[src/hdl/cache_query_request_parser_macros.svh]
// ----------------------------------------------------------------------------
// Assertion macros for the cache query request parser
// Shared concurrent assertion forms, clocked on clk and disabled in reset.
// ----------------------------------------------------------------------------
`ifndef CACHE_QUERY_REQUEST_PARSER_MACROS_SVH
`define CACHE_QUERY_REQUEST_PARSER_MACROS_SVH

// same-cycle implication
`define CQRP_ASSERT_NOW(label, ante, cons, msg) \
  label: assert property (@(posedge clk) disable iff (rst) (ante) |-> (cons)) \
    else $error(msg);

// next-cycle implication
`define CQRP_ASSERT_NEXT(label, ante, cons, msg) \
  label: assert property (@(posedge clk) disable iff (rst) (ante) |=> (cons)) \
    else $error(msg);

`endif

[src/hdl/cqrp_pkg.sv]
// ----------------------------------------------------------------------------
// Cache query request parser package
// Field codes, status codes, phase type and shared structs.
// ----------------------------------------------------------------------------
package cqrp_pkg;

  localparam int DIGEST_BYTES = 32;

  localparam logic [1:0] OP_START = 2'd0;
  localparam logic [1:0] OP_DATA  = 2'd1;
  localparam logic [1:0] OP_END   = 2'd2;

  localparam logic [1:0] ST_PROGRESS   = 2'd0;
  localparam logic [1:0] ST_COMPLETE   = 2'd1;
  localparam logic [1:0] ST_MALFORMED  = 2'd2;
  localparam logic [1:0] ST_INCOMPLETE = 2'd3;

  localparam logic [2:0] KIND_NONE     = 3'd0;
  localparam logic [2:0] KIND_PREFIX   = 3'd1;
  localparam logic [2:0] KIND_DIGEST   = 3'd2;
  localparam logic [2:0] KIND_KEY_LEN  = 3'd3;
  localparam logic [2:0] KIND_KEY      = 3'd4;
  localparam logic [2:0] KIND_HDR_LEN  = 3'd5;
  localparam logic [2:0] KIND_HDR      = 3'd6;
  localparam logic [2:0] KIND_TRAILING = 3'd7;

  localparam logic [2:0] REG_MAGIC_FIRST     = 3'd0;
  localparam logic [2:0] REG_MAGIC_SECOND    = 3'd1;
  localparam logic [2:0] REG_VERSION_VALUE   = 3'd2;
  localparam logic [2:0] REG_GET_OPCODE      = 3'd3;
  localparam logic [2:0] REG_KEY_CAPACITY    = 3'd4;
  localparam logic [2:0] REG_HEADER_CAPACITY = 3'd5;

  typedef enum logic [2:0] {
    PH_PREFIX,
    PH_DIGEST,
    PH_KLEN,
    PH_KEY,
    PH_HLEN,
    PH_HDR,
    PH_DONE
  } phase_t;

  typedef struct packed {
    logic [7:0]  magic_first;
    logic [7:0]  magic_second;
    logic [7:0]  version_value;
    logic [7:0]  get_opcode;
    logic [15:0] key_capacity;
    logic [15:0] header_capacity;
  } cfg_t;

  typedef struct packed {
    logic [1:0]  status;
    logic [2:0]  field_kind;
    logic [15:0] field_offset;
    logic [7:0]  payload_byte;
    logic [15:0] key_length;
    logic [15:0] header_length;
  } res_t;

endpackage

[src/hdl/cqrp_cfg_regs.sv]
// ----------------------------------------------------------------------------
// Configuration register file
// Holds the expected prefix bytes and the key and header capacities.
// ----------------------------------------------------------------------------
module cqrp_cfg_regs (
  input  logic             clk,
  input  logic             rst,
  input  logic             wr_en,
  input  logic [2:0]       wr_index,
  input  logic [15:0]      wr_data,
  output cqrp_pkg::cfg_t   cfg
);
  import cqrp_pkg::*;

  always_ff @(posedge clk) begin
    if (rst) begin
      cfg.magic_first     <= 8'd0;
      cfg.magic_second    <= 8'd0;
      cfg.version_value   <= 8'd1;
      cfg.get_opcode      <= 8'd1;
      cfg.key_capacity    <= 16'd256;
      cfg.header_capacity <= 16'd1024;
    end else if (wr_en) begin
      unique case (wr_index)
        REG_MAGIC_FIRST:     cfg.magic_first     <= wr_data[7:0];
        REG_MAGIC_SECOND:    cfg.magic_second    <= wr_data[7:0];
        REG_VERSION_VALUE:   cfg.version_value   <= wr_data[7:0];
        REG_GET_OPCODE:      cfg.get_opcode      <= wr_data[7:0];
        REG_KEY_CAPACITY:    cfg.key_capacity    <= wr_data;
        REG_HEADER_CAPACITY: cfg.header_capacity <= wr_data;
        default: ;
      endcase
    end
  end

endmodule

[src/hdl/cqrp_parse_core.sv]
// ----------------------------------------------------------------------------
// Frame parse core
// Frame state and the single-pass step that labels one item.
// ----------------------------------------------------------------------------
module cqrp_parse_core (
  input  logic             clk,
  input  logic             rst,
  input  logic             step,
  input  logic [1:0]       op,
  input  logic [7:0]       data_byte,
  input  cqrp_pkg::cfg_t   cfg,
  output cqrp_pkg::res_t   res
);
  import cqrp_pkg::*;

  phase_t      phase, phase_next;
  logic [15:0] phase_count, phase_count_next;
  logic [15:0] key_len, key_len_next;
  logic [15:0] hdr_len, hdr_len_next;
  logic [7:0]  low_byte, low_byte_next;
  logic [1:0]  frame_status, frame_status_next;

  logic [16:0] off_inc;
  logic [15:0] len_word;
  logic [7:0]  expected;

  assign off_inc  = {1'b0, phase_count} + 17'd1;
  assign len_word = {data_byte, low_byte};

  always_comb begin
    if (phase_count == 16'd0)      expected = cfg.magic_first;
    else if (phase_count == 16'd1) expected = cfg.magic_second;
    else if (phase_count == 16'd2) expected = cfg.version_value;
    else                           expected = cfg.get_opcode;
  end

  // next state
  always_comb begin
    phase_next        = phase;
    phase_count_next  = phase_count;
    key_len_next      = key_len;
    hdr_len_next      = hdr_len;
    low_byte_next     = low_byte;
    frame_status_next = frame_status;
    unique case (op)
      OP_START: begin
        phase_next        = PH_PREFIX;
        phase_count_next  = 16'd0;
        key_len_next      = 16'd0;
        hdr_len_next      = 16'd0;
        low_byte_next     = 8'd0;
        frame_status_next = ST_PROGRESS;
      end
      OP_DATA: begin
        if (frame_status != ST_MALFORMED) begin
          unique case (phase)
            PH_PREFIX: begin
              if (data_byte != expected) begin
                frame_status_next = ST_MALFORMED;
              end else if (phase_count >= 16'd3) begin
                phase_next       = PH_DIGEST;
                phase_count_next = 16'd0;
              end else begin
                phase_count_next = off_inc[15:0];
              end
            end
            PH_DIGEST: begin
              if (off_inc >= 17'(DIGEST_BYTES)) begin
                phase_next       = PH_KLEN;
                phase_count_next = 16'd0;
              end else begin
                phase_count_next = off_inc[15:0];
              end
            end
            PH_KLEN: begin
              if (phase_count == 16'd0) begin
                low_byte_next    = data_byte;
                phase_count_next = 16'd1;
              end else begin
                key_len_next = len_word;
                if (len_word >= cfg.key_capacity) begin
                  frame_status_next = ST_MALFORMED;
                end else begin
                  phase_next       = (len_word == 16'd0) ? PH_HLEN : PH_KEY;
                  phase_count_next = 16'd0;
                end
              end
            end
            PH_KEY: begin
              if (off_inc >= {1'b0, key_len}) begin
                phase_next       = PH_HLEN;
                phase_count_next = 16'd0;
              end else begin
                phase_count_next = off_inc[15:0];
              end
            end
            PH_HLEN: begin
              if (phase_count == 16'd0) begin
                low_byte_next    = data_byte;
                phase_count_next = 16'd1;
              end else begin
                hdr_len_next = len_word;
                if (len_word >= cfg.header_capacity) begin
                  frame_status_next = ST_MALFORMED;
                end else if (len_word == 16'd0) begin
                  phase_next        = PH_DONE;
                  phase_count_next  = 16'd0;
                  frame_status_next = ST_COMPLETE;
                end else begin
                  phase_next       = PH_HDR;
                  phase_count_next = 16'd0;
                end
              end
            end
            PH_HDR: begin
              if (off_inc >= {1'b0, hdr_len}) begin
                phase_next        = PH_DONE;
                phase_count_next  = 16'd0;
                frame_status_next = ST_COMPLETE;
              end else begin
                phase_count_next = off_inc[15:0];
              end
            end
            default: begin
              if (phase_count != 16'hFFFF) phase_count_next = off_inc[15:0];
            end
          endcase
        end
      end
      default: ;
    endcase
  end

  // result
  always_comb begin
    res.status        = frame_status;
    res.field_kind    = KIND_NONE;
    res.field_offset  = 16'd0;
    res.payload_byte  = 8'd0;
    res.key_length    = key_len_next;
    res.header_length = hdr_len_next;
    unique case (op)
      OP_START: res.status = frame_status_next;
      OP_DATA: begin
        res.status = frame_status_next;
        if (frame_status != ST_MALFORMED) begin
          res.field_offset = phase_count;
          unique case (phase)
            PH_PREFIX: res.field_kind = KIND_PREFIX;
            PH_DIGEST: begin
              res.field_kind   = KIND_DIGEST;
              res.payload_byte = data_byte;
            end
            PH_KLEN:   res.field_kind = KIND_KEY_LEN;
            PH_KEY: begin
              res.field_kind   = KIND_KEY;
              res.payload_byte = data_byte;
            end
            PH_HLEN:   res.field_kind = KIND_HDR_LEN;
            PH_HDR: begin
              res.field_kind   = KIND_HDR;
              res.payload_byte = data_byte;
            end
            default: begin
              res.field_kind = KIND_TRAILING;
              res.status     = ST_COMPLETE;
            end
          endcase
        end
      end
      OP_END: res.status = (frame_status == ST_PROGRESS) ? ST_INCOMPLETE : frame_status;
      default: ;
    endcase
  end

  always_ff @(posedge clk) begin
    if (rst) begin
      phase        <= PH_PREFIX;
      phase_count  <= 16'd0;
      key_len      <= 16'd0;
      hdr_len      <= 16'd0;
      low_byte     <= 8'd0;
      frame_status <= ST_PROGRESS;
    end else if (step) begin
      phase        <= phase_next;
      phase_count  <= phase_count_next;
      key_len      <= key_len_next;
      hdr_len      <= hdr_len_next;
      low_byte     <= low_byte_next;
      frame_status <= frame_status_next;
    end
  end

endmodule

[src/hdl/cache_query_request_parser.sv]
// ----------------------------------------------------------------------------
// Cache query request parser
// Byte-serial deframer that labels each byte of a peer cache query request.
// ----------------------------------------------------------------------------
// One item enters per cycle and gives one result item. An item is held in
// the input register, where the prefix compare, the length checks and the
// field counter update are worked out in a single pass, and then moves to
// the result register. The sustained rate is one item per cycle while the
// result side keeps taking items. The
// configuration port is always ready; write it only while the block is idle.
`include "cache_query_request_parser_macros.svh"

module cache_query_request_parser (
  input  logic        clk,
  input  logic        rst,
  input  logic        cfg_valid,
  output logic        cfg_ready,
  input  logic [2:0]  cfg_index,
  input  logic [15:0] cfg_data,
  input  logic        in_valid,
  output logic        in_ready,
  input  logic [1:0]  op,
  input  logic [7:0]  data_byte,
  output logic        out_valid,
  input  logic        out_ready,
  output logic [1:0]  status,
  output logic [2:0]  field_kind,
  output logic [15:0] field_offset,
  output logic [7:0]  payload_byte,
  output logic [15:0] key_length,
  output logic [15:0] header_length
);
  import cqrp_pkg::*;

  cfg_t       cfg;
  res_t       res;
  logic       in_held;
  logic [1:0] in_op;
  logic [7:0] in_byte;
  logic       advance;

  assign cfg_ready = 1'b1;
  assign advance   = in_held && (!out_valid || out_ready);
  assign in_ready  = !in_held || advance;

  cqrp_cfg_regs u_cfg (
    .clk      (clk),
    .rst      (rst),
    .wr_en    (cfg_valid && cfg_ready),
    .wr_index (cfg_index),
    .wr_data  (cfg_data),
    .cfg      (cfg)
  );

  cqrp_parse_core u_core (
    .clk       (clk),
    .rst       (rst),
    .step      (advance),
    .op        (in_op),
    .data_byte (in_byte),
    .cfg       (cfg),
    .res       (res)
  );

  always_ff @(posedge clk) begin
    if (rst) begin
      in_held <= 1'b0;
    end else if (in_ready) begin
      in_held <= in_valid;
    end
  end

  always_ff @(posedge clk) begin
    if (in_valid && in_ready) begin
      in_op   <= op;
      in_byte <= data_byte;
    end
  end

  always_ff @(posedge clk) begin
    if (rst) begin
      out_valid <= 1'b0;
    end else if (advance) begin
      out_valid <= 1'b1;
    end else if (out_ready) begin
      out_valid <= 1'b0;
    end
  end

  always_ff @(posedge clk) begin
    if (advance) begin
      status        <= res.status;
      field_kind    <= res.field_kind;
      field_offset  <= res.field_offset;
      payload_byte  <= res.payload_byte;
      key_length    <= res.key_length;
      header_length <= res.header_length;
    end
  end

  `CQRP_ASSERT_NEXT(a_pass_loads_result, advance, out_valid, "pass did not load result")
  `CQRP_ASSERT_NOW(a_full_stall_blocks, in_held && out_valid && !out_ready, !in_ready,
    "input taken while both registers full")
  `CQRP_ASSERT_NOW(a_trailing_complete, out_valid && field_kind == KIND_TRAILING,
    status == ST_COMPLETE, "trailing byte without complete status")
  `CQRP_ASSERT_NOW(a_no_payload_leak,
    out_valid && (field_kind == KIND_NONE || field_kind == KIND_PREFIX ||
    field_kind == KIND_KEY_LEN || field_kind == KIND_HDR_LEN ||
    field_kind == KIND_TRAILING), payload_byte == 8'd0, "payload on non-payload field")

endmodule
[config.mk]
export PLATFORM = sky130hd
export DESIGN_NAME = cache_query_request_parser
export DESIGN_NICKNAME = d
export VERILOG_FILES = /design/src/hdl/cqrp_pkg.sv /design/src/hdl/cqrp_cfg_regs.sv /design/src/hdl/cqrp_parse_core.sv /design/src/hdl/cache_query_request_parser.sv
export VERILOG_INCLUDE_DIRS = /design/src /design/src/hdl
export SDC_FILE = /design/constraint.sdc
export NUM_CORES = 1
export LEC_CHECK = 0
export ABC_AREA = 1
export ABC_CLOCK_PERIOD_IN_PS = 4600
export BUFFER_PORTS_ARGS = -buffer_cell sky130_fd_sc_hd__buf_4
export CAP_MARGIN = 30
export CORE_UTILIZATION = 35
export DETAILED_ROUTE_END_ITERATION = 10
export GPL_TIMING_DRIVEN = 1
export PLACE_DENSITY = 0.49
export SYNTH_ARGS = -nofsm -noshare
export SYNTH_HDL_FRONTEND = slang
export SYNTH_SLANG_ARGS = --single-unit
export TNS_END_PERCENT = 50
[constraint.sdc]
create_clock -name clk -period 4.6 [get_ports clk]
set_clock_uncertainty 0.15 [all_clocks]
set_input_delay 0.46 -clock clk [delete_from_list [all_inputs] [get_ports clk]]
set_output_delay 0.46 -clock clk [all_outputs]
set_load 0.1 [all_outputs]
==> results of run 1 <==
state kept, by name, indices dropped and copies added, names as in the netlist, 2 cells and up:
signal and cells:
in_op 2, u_core.frame_status 2, status 2, payload_byte 8, u_core.phase_count 16, field_offset 16, key_length 16, header_length 16
u_core.key_len 16, u_core.phase 3, u_core.low_byte 8, field_kind 3, in_byte 8, u_cfg.cfg 64, u_core.hdr_len 16
worst reg2reg max path, cell delays in order (launching register included):
cell and delay [ns]:
dfxtp_1 0.60, ha_1 0.34, nand3_1 0.17, nor2_1 0.25, nand2_1 0.10, nor2_1 0.12, xor2_1 0.20, inv_1 0.11
ha_1 0.32, nand4_1 0.12, nor4_1 0.28, nand2_1 0.11, nand4_1 0.16, nand4_1 0.26, buf_4 0.27, nand4_1 0.09
a21oi_1 0.07
per-stage QoR:
| stage | instances | hold WS, ns | worst slack, ns |
|---|---|---|---|
| 2_1_floorplan | 1428 | 0.279 | 1.37 |
| 3_3_place_gp | 1869 | 0.290 | 0.873 |
| 3_5_place_dp | 1869 | 0.297 | 0.753 |
| 4_1_cts | 1901 | 0.00712 | 0.738 |
| 5_1_grt | 1902 | 0.00331 | 0.295 |
| 6_report | 1903 | 0.0257 | 0.731 |
logic make-up (layout without fill, tap and decap cells):
| group | after synthesis | after routing | synth area share (%) |
|---|---|---|---|
| adders and majority gates | 68 | 68 | 7.85 |
| AOI/OAI and AO/OA | 363 | 363 | 17.2 |
| and+or+nand+nor | 514 | 514 | 21.2 |
| buffers and inverters | 279 | 357 | 10.1 |
| other | 1 | 2 | 0.0346 |
| DFF | 198 | 198 | 43.1 |
| xor gates and xnor gates | 5 | 5 | 0.404 |
cell type report:
| class | count | share of cell area [%] |
|---|---|---|
| inverter | 223 | 6.76 |
| multi-input combinational | 951 | 40.8 |
| tap | 396 | 3.99 |
| timing repair buffer | 102 | 6.26 |
| clock inverter | 14 | 1.04 |
| clock buffer | 18 | 3.53 |
| sequential | 198 | 37.6 |
| antenna | 1 | 0.0201 |
per-layer routing:
layer  global-route usage, %  vias up
li1                        -     4877
met1                    27.5     4343
met2                    34.1      189
met3                    3.05       27
met4                    5.56        0
met5                       0        -
worst max-delay path by stage:
stage	start	end	slack, ns	depth (start not counted)
floorplan	u_core.phase_count[0]$_SDFFE_PP0P_	status[1]$_DFFE_PP_	1.37	21
global placement	u_core.phase_count[0]$_SDFFE_PP0P_	u_core.phase_count[10]$_SDFFE_PP0P_	0.87	18
detailed placement	u_core.phase_count[0]$_SDFFE_PP0P_	u_core.phase_count[12]$_SDFFE_PP0P_	0.75	18
CTS	u_core.phase_count[0]$_SDFFE_PP0P_	u_core.phase_count[12]$_SDFFE_PP0P_	0.74	18
global route	u_core.phase_count[0]$_SDFFE_PP0P_	u_core.phase_count[3]$_SDFFE_PP0P_	0.29	19
finish	u_core.phase_count[0]$_SDFFE_PP0P_	u_core.phase_count[12]$_SDFFE_PP0P_	0.73	16
cells in the final DEF, fill, tap and decap left out, drive strengths merged, types with 42 or more instances in the layout:
cell type	instances
inv	233
nand2	214
o21ai	182
nor2	171
a21oi	164
dfxtp	127
buf	102
edfxtp	71
ha	68
nand3	55
nand4	42
report_power, final:
group / switching, mW / total, mW / internal (mW) / leakage (nW)
combinational: 0.501 / 0.674 / 0.174 / 3.54
sequential: 0.0490 / 1.94 / 1.89 / 1.71
clock: 0.767 / 1.50 / 0.734 / 0.284
==> impl_metrics.csv, run 1 <==
group,metric,value,unit
global_route,grt_pass1_wl,49400,um
die,fp.dieW,178,um
logic_synthesis,yosysTopAreaCellShare,23.5,%
cells_and_area,n_fill_cell,3211,
worst_hold_path,hold_path_end,"in_byte[7]$_DFFE_PP_",
cells_and_area,multiInputGateArea,5070,um^2
worst_setup_path,worst_setup_path_end_kind,"flop",
cts,cts.clk_slew.worst_paths,0.08,ns
logic_synthesis,yosysSeqAreaShare,43.1,%
timing,maxSlewViolCount,0,
timing,slew_headroom,33.3,%
power_and_ir_drop,power.total,4.12,mW
cells_and_area,final_cell_area,12400,um^2
worst_setup_path,cp_slowest_cell,"dfxtp_1",
worst_setup_path,path_buf_inv,2,
logic_synthesis,yosysWarningCount,0,
logic_synthesis,synth-main-ff-cell,"dfxtp_1",
cts,cts_tree,"done",
routing,wire_per_inst,16.6,um
routing,viasPerCell,4.96,
run_status,status,"complete, no violations",
routing,vias,9436,
routing,drc,0,
logic_synthesis,ys_seq_elements,198,
logic_synthesis,synth_common_cells,"inv_1 (214), nand2_1 (197), o21ai_0 (179), a21oi_1 (164), nor2_1 (161)",
global_route,grt_max_degree,66,
logic_synthesis,synth_edf_count,71,
global_route,grt_antenna_before_repair,1,
place,gp_congestion,0.900,
worst_setup_path,max_stage_delay,0.60,ns
timing,period_share,84.1,%
job,drv_cap,0,
worst_setup_path,worst-setup-path-type,"reg -> reg",
cells_and_area,seqCellArea,4670,um^2
die,core,30500,um^2
cts,clk_latency,0.45,ns
cells_and_area,nets,1595,
cts,clkSinkCount,198,
worst_setup_path,startpoint_type,"flop",
cts,post-cts-setup-buffer-count,0,
global_route,grt_pass1_vias,8697,
routing,detail-route-antenna-nets,0,
logic_synthesis,synth_top_area_cell,"dfxtp_1",
power_and_ir_drop,peakVddDrop,0.237,mV
routing,top_layer_used,"met4",
worst_setup_path,cp_cell_sequence,"ha_1, nand3_1, nor2_1, nand2_1, nor2_1, xor2_1, inv_1, ha_1, nand4_1, nor4_1, nand2_1, nand4_1, nand4_1, buf_4, nand4_1, a21oi_1",
routing,wl_met3,1010,um
cells_and_area,post-route-util,40.7,%
timing,layout_min_cycle_time,3.87,ns
cts,hold_buffers,0,
logic_synthesis,syn_area_per_cell,7.59,um^2
worst_setup_path,crit_fanout,11,
worst_hold_path,min_path_cells,1,
cts,cts_root_buf,"clkbuf_16",
cts,cts-buffers-inserted,17,
timing,rsz0062_at_grt,"no",
power_and_ir_drop,pwr_density_cell,331,nW/um^2
worst_setup_path,reg2regPathDepth,16,
logic_synthesis,ys_types,36,
logic_synthesis,synth_area,10800,um^2
worst_setup_path,timing.rr.start,"u_core.phase_count[0]$_SDFFE_PP0P_",
place,port_buffers,96,
worst_setup_path,path_common_cell,"nand4_1",
cells_and_area,drive_gt1_share,11.8,%
die,start_util,35.5,%
routing,wl_met1,15200,um
routing,wl,31600,um
worst_hold_path,hp-class,"in -> reg",
global_route,grt_use_total,20.5,%
timing,setup-violations-final,0,
routing,dr_wl_met2,15000,um
die,die-area,31700,um^2
global_route,grt_overflow,0,
timing,report.final.hold_viol_count,0,
place,hpwl,23000,um
timing,worst_pin_slew,0.999,ns
power_and_ir_drop,leakagePower,5.53,nW
die,fp-row-count,64,
worst_setup_path,cp_top_family,"simple AND/OR/NAND/NOR gates",
routing,dr.pass1.iters,5,
logic_synthesis,ys_top_cells_by_area,"dfxtp_1 (23%), edfxtp_1 (20%), o21ai_0 (8.3%), ha_1 (7.9%), a21oi_1 (7.6%)",
place,placement.cell_area,11800,um^2
worst_setup_path,r2r_end,"u_core.phase_count[12]$_SDFFE_PP0P_",
worst_setup_path,worst_ep_required_time,4.74,ns
routing,drtIter0Drc,729,
logic_synthesis,synth.most_common_cell,"inv_1",
worst_setup_path,critPathArrivalTime,4.01,ns
die,io_pins,98,
cts,ctsHtreeMaxLevel,4,
cells_and_area,area_growth,14.7,%
die,die_h,178,um
timing,fin_setup_tns,0,ns
logic_synthesis,async_flop_share,0,%
worst_setup_path,r2r_slack,0.73,ns
logic_synthesis,netlist_instances,1428,
worst_hold_path,hp-start,"data_byte[7]",
timing,fmax,258,MHz
cts,clock_path_buffers,2,
cts,cts_resized,0,
logic_synthesis,syn_nets,1530,
No activity file was read; power rests on OpenSTA's default activity.
==> run 2, diff against run 1 <==
--- a/config.mk
+++ b/config.mk
@@ -7,13 +7,13 @@
 export NUM_CORES = 1
 export LEC_CHECK = 0
 export ABC_AREA = 1
-export ABC_CLOCK_PERIOD_IN_PS = 4600
+export ABC_CLOCK_PERIOD_IN_PS = 3300
 export BUFFER_PORTS_ARGS = -buffer_cell sky130_fd_sc_hd__buf_4
 export CAP_MARGIN = 30
 export CORE_UTILIZATION = 35
 export DETAILED_ROUTE_END_ITERATION = 10
 export GPL_TIMING_DRIVEN = 1
-export PLACE_DENSITY = 0.49
+export PLACE_DENSITY = 0.51
 export SYNTH_ARGS = -nofsm -noshare
 export SYNTH_HDL_FRONTEND = slang
 export SYNTH_SLANG_ARGS = --single-unit
==> constraint.sdc (replaced) <==
create_clock -name clk -period 3.3 [get_ports clk]
set_clock_uncertainty 0.15 [all_clocks]
set_input_delay 0.33 -clock clk [delete_from_list [all_inputs] [get_ports clk]]
set_output_delay 0.33 -clock clk [all_outputs]
set_load 0.1 [all_outputs]
==> impl_metrics.csv, run 2 (same netlist as run 1, synthesis figures left out) <==
group,metric,value,unit
die,start_util,35.5,%
timing,setup-violations-final,0,
cells_and_area,final_common_cell,"inv_1",
die,fp-row-count,64,
timing,worst_pin_slew,1.04,ns
die,fp.dieW,178,um
global_route,grt_pass1_wl,49400,um
global_route,grtUsageMet1,26.9,%
die,io_pins,98,
routing,viasPerCell,4.98,
worst_hold_path,min_path_cells,3,
worst_setup_path,worst-setup-path-type,"reg -> reg",
power_and_ir_drop,peakVddDrop,0.281,mV
cts,cts_root_buf,"clkbuf_16",
cts,cts.clk_slew.worst_paths,0.08,ns
timing,layout_min_cycle_time,3.11,ns
routing,dr.pass1.iters,5,
place,dp.cells,1905,
cells_and_area,n_antenna_cell,0,
cts,cts-buffers-inserted,17,
cts,clkSinkCount,198,
cells_and_area,area_growth,22.2,%
cells_and_area,drive_gt1_share,17.8,%
routing,wire_per_inst,16.3,um
cells_and_area,regMostFlops,"u_cfg.cfg",
worst_hold_path,hp-class,"in -> reg",
worst_setup_path,crit_fanout,6,
global_route,grt_pass1_vias,9040,
power_and_ir_drop,leakagePower,5.86,nW
routing,drc,0,
routing,drtIter0Drc,756,
cells_and_area,seqCellArea,4700,um^2
place,gp_congestion,0.902,
timing,period_share,94.2,%
run_status,status,"complete, no violations",
timing,slew_headroom,29.9,%
power_and_ir_drop,pwr_density_cell,448,nW/um^2
cells_and_area,instances_no_fill,1954,
worst_hold_path,hp-start,"in_valid",
cells_and_area,multiInputGateArea,5350,um^2
global_route,grt_overflow,0,
place,hpwl,23100,um
timing,fmax,322,MHz
place,port_buffers,96,
cells_and_area,largest_reg_flops,64,
routing,detail-route-antenna-nets,0,
worst_setup_path,reg2regPathDepth,20,
place,dp_slack,0.00822,ns
cts,cts_tree,"done",
timing,setup_ws,0.190,ns
worst_setup_path,startpoint_type,"flop",
die,core,30500,um^2
cells_and_area,nets,1647,
global_route,grt_max_degree,67,
worst_setup_path,r2r_slack,0.19,ns
cts,ctsHtreeMaxLevel,4,
global_route,busiest_layer,"met2",
timing,report.final.hold_viol_count,0,
global_route,gr-usage-met3,2.77,%
global_route,grtUsageMet2,34.7,%
worst_setup_path,critPathArrivalTime,3.27,ns
cells_and_area,n_fill_cell,3080,
cells_and_area,final_cell_mix,"inv_1 (200), nand2_1 (188), o21ai_0 (174)",
global_route,grt_use_total,20.4,%
die,die-area,31700,um^2
cts,clk_latency,0.45,ns
worst_setup_path,worst_setup_path_end_kind,"flop",
global_route,grt_antenna_before_repair,0,
timing,maxSlewViolCount,0,
cts,clock_path_buffers,2,
worst_setup_path,r2r_end,"u_core.phase[2]$_SDFFE_PP0P_",
routing,vias,9722,
die,die_h,178,um
job,drv_cap,0,
worst_hold_path,hold_path_end,"in_held$_SDFFE_PP0N_",
worst_setup_path,timing.rr.start,"u_core.phase_count[1]$_SDFFE_PP0P_",
worst_setup_path,worst_ep_required_time,3.46,ns
routing,wl,31900,um
run 2: repair_timing:
action,in CTS,in global routing
gates resized for setup,2,84
setup endpoints to repair,1,23
setup buffers,0,5
hold buffers,12,0
pin swaps,0,25
hold endpoints to repair,12,0
run 2: final cells by class:
class	instances	share of cell area, %
sequential	198	35.5
multi-input combinational	951	40.4
timing repair buffer	154	9.35
clock buffer	17	3.21
tap	396	3.74
inverter	223	6.38
clock inverter	15	1.46
run 2: worst max path at each step:
stage                                  startpoint                            endpoint  cells after the start
2_1_floorplan  u_core.phase_count[0]$_SDFFE_PP0P_                 status[1]$_DFFE_PP_                     21
3_3_place_gp   u_core.phase_count[0]$_SDFFE_PP0P_                 status[1]$_DFFE_PP_                     23
3_5_place_dp   u_core.phase_count[0]$_SDFFE_PP0P_        u_core.phase[1]$_SDFFE_PP0P_                     17
4_1_cts        u_core.phase_count[0]$_SDFFE_PP0P_                 status[1]$_DFFE_PP_                     23
5_1_grt        u_core.phase_count[1]$_SDFFE_PP0P_  u_core.phase_count[3]$_SDFFE_PP0P_                     18
6_report       u_core.phase_count[1]$_SDFFE_PP0P_        u_core.phase[2]$_SDFFE_PP0P_                     20
run 2: metal layers:
| metal | vias up | wire length (um) |
|---|---|---|
| met5 | - | 0 |
| met4 | 0 | 507 |
| met3 | 29 | 1270 |
| met2 | 239 | 15400 |
| met1 | 4485 | 14700 |
| li1 | 4969 | - |
run 2: power breakdown:
group / switching, mW / total (mW) / internal (mW)
Sequential: 0.0579 / 2.69 / 2.64
Combinational: 0.726 / 0.999 / 0.273
Clock: 1.09 / 2.25 / 1.16
run 2: worst max-delay path, stage by stage (launching register included):
cell     delay, ns
dfxtp_2       0.35
buf_4         0.13
nand2_2       0.08
nor3_4        0.21
nand2_2       0.14
xor2_2        0.22
inv_2         0.10
ha_1          0.30
nand2_1       0.06
nor2_2        0.09
nand2_1       0.07
and2_0        0.14
nor2_1        0.10
nor2_1        0.06
nand4_1       0.11
buf_4         0.13
nand3_1       0.10
nand2_1       0.10
nand3_2       0.13
o21ai_0       0.17
nor2_1        0.05
run 2: per-stage QoR:
step	hold WS [ns]	TNS [ns]	cell area, um^2	util [%]	power [mW]
floorplan	0.279	0	10800	-	3.44
global placement	0.292	0	12100	39.8	3.71
detailed placement	0.296	0	12100	39.8	3.72
CTS	0.00485	0	12900	42.2	5.97
global route	0.0234	-0.0557	13200	43.4	6.17
finish	0.00889	0	13200	43.4	5.94
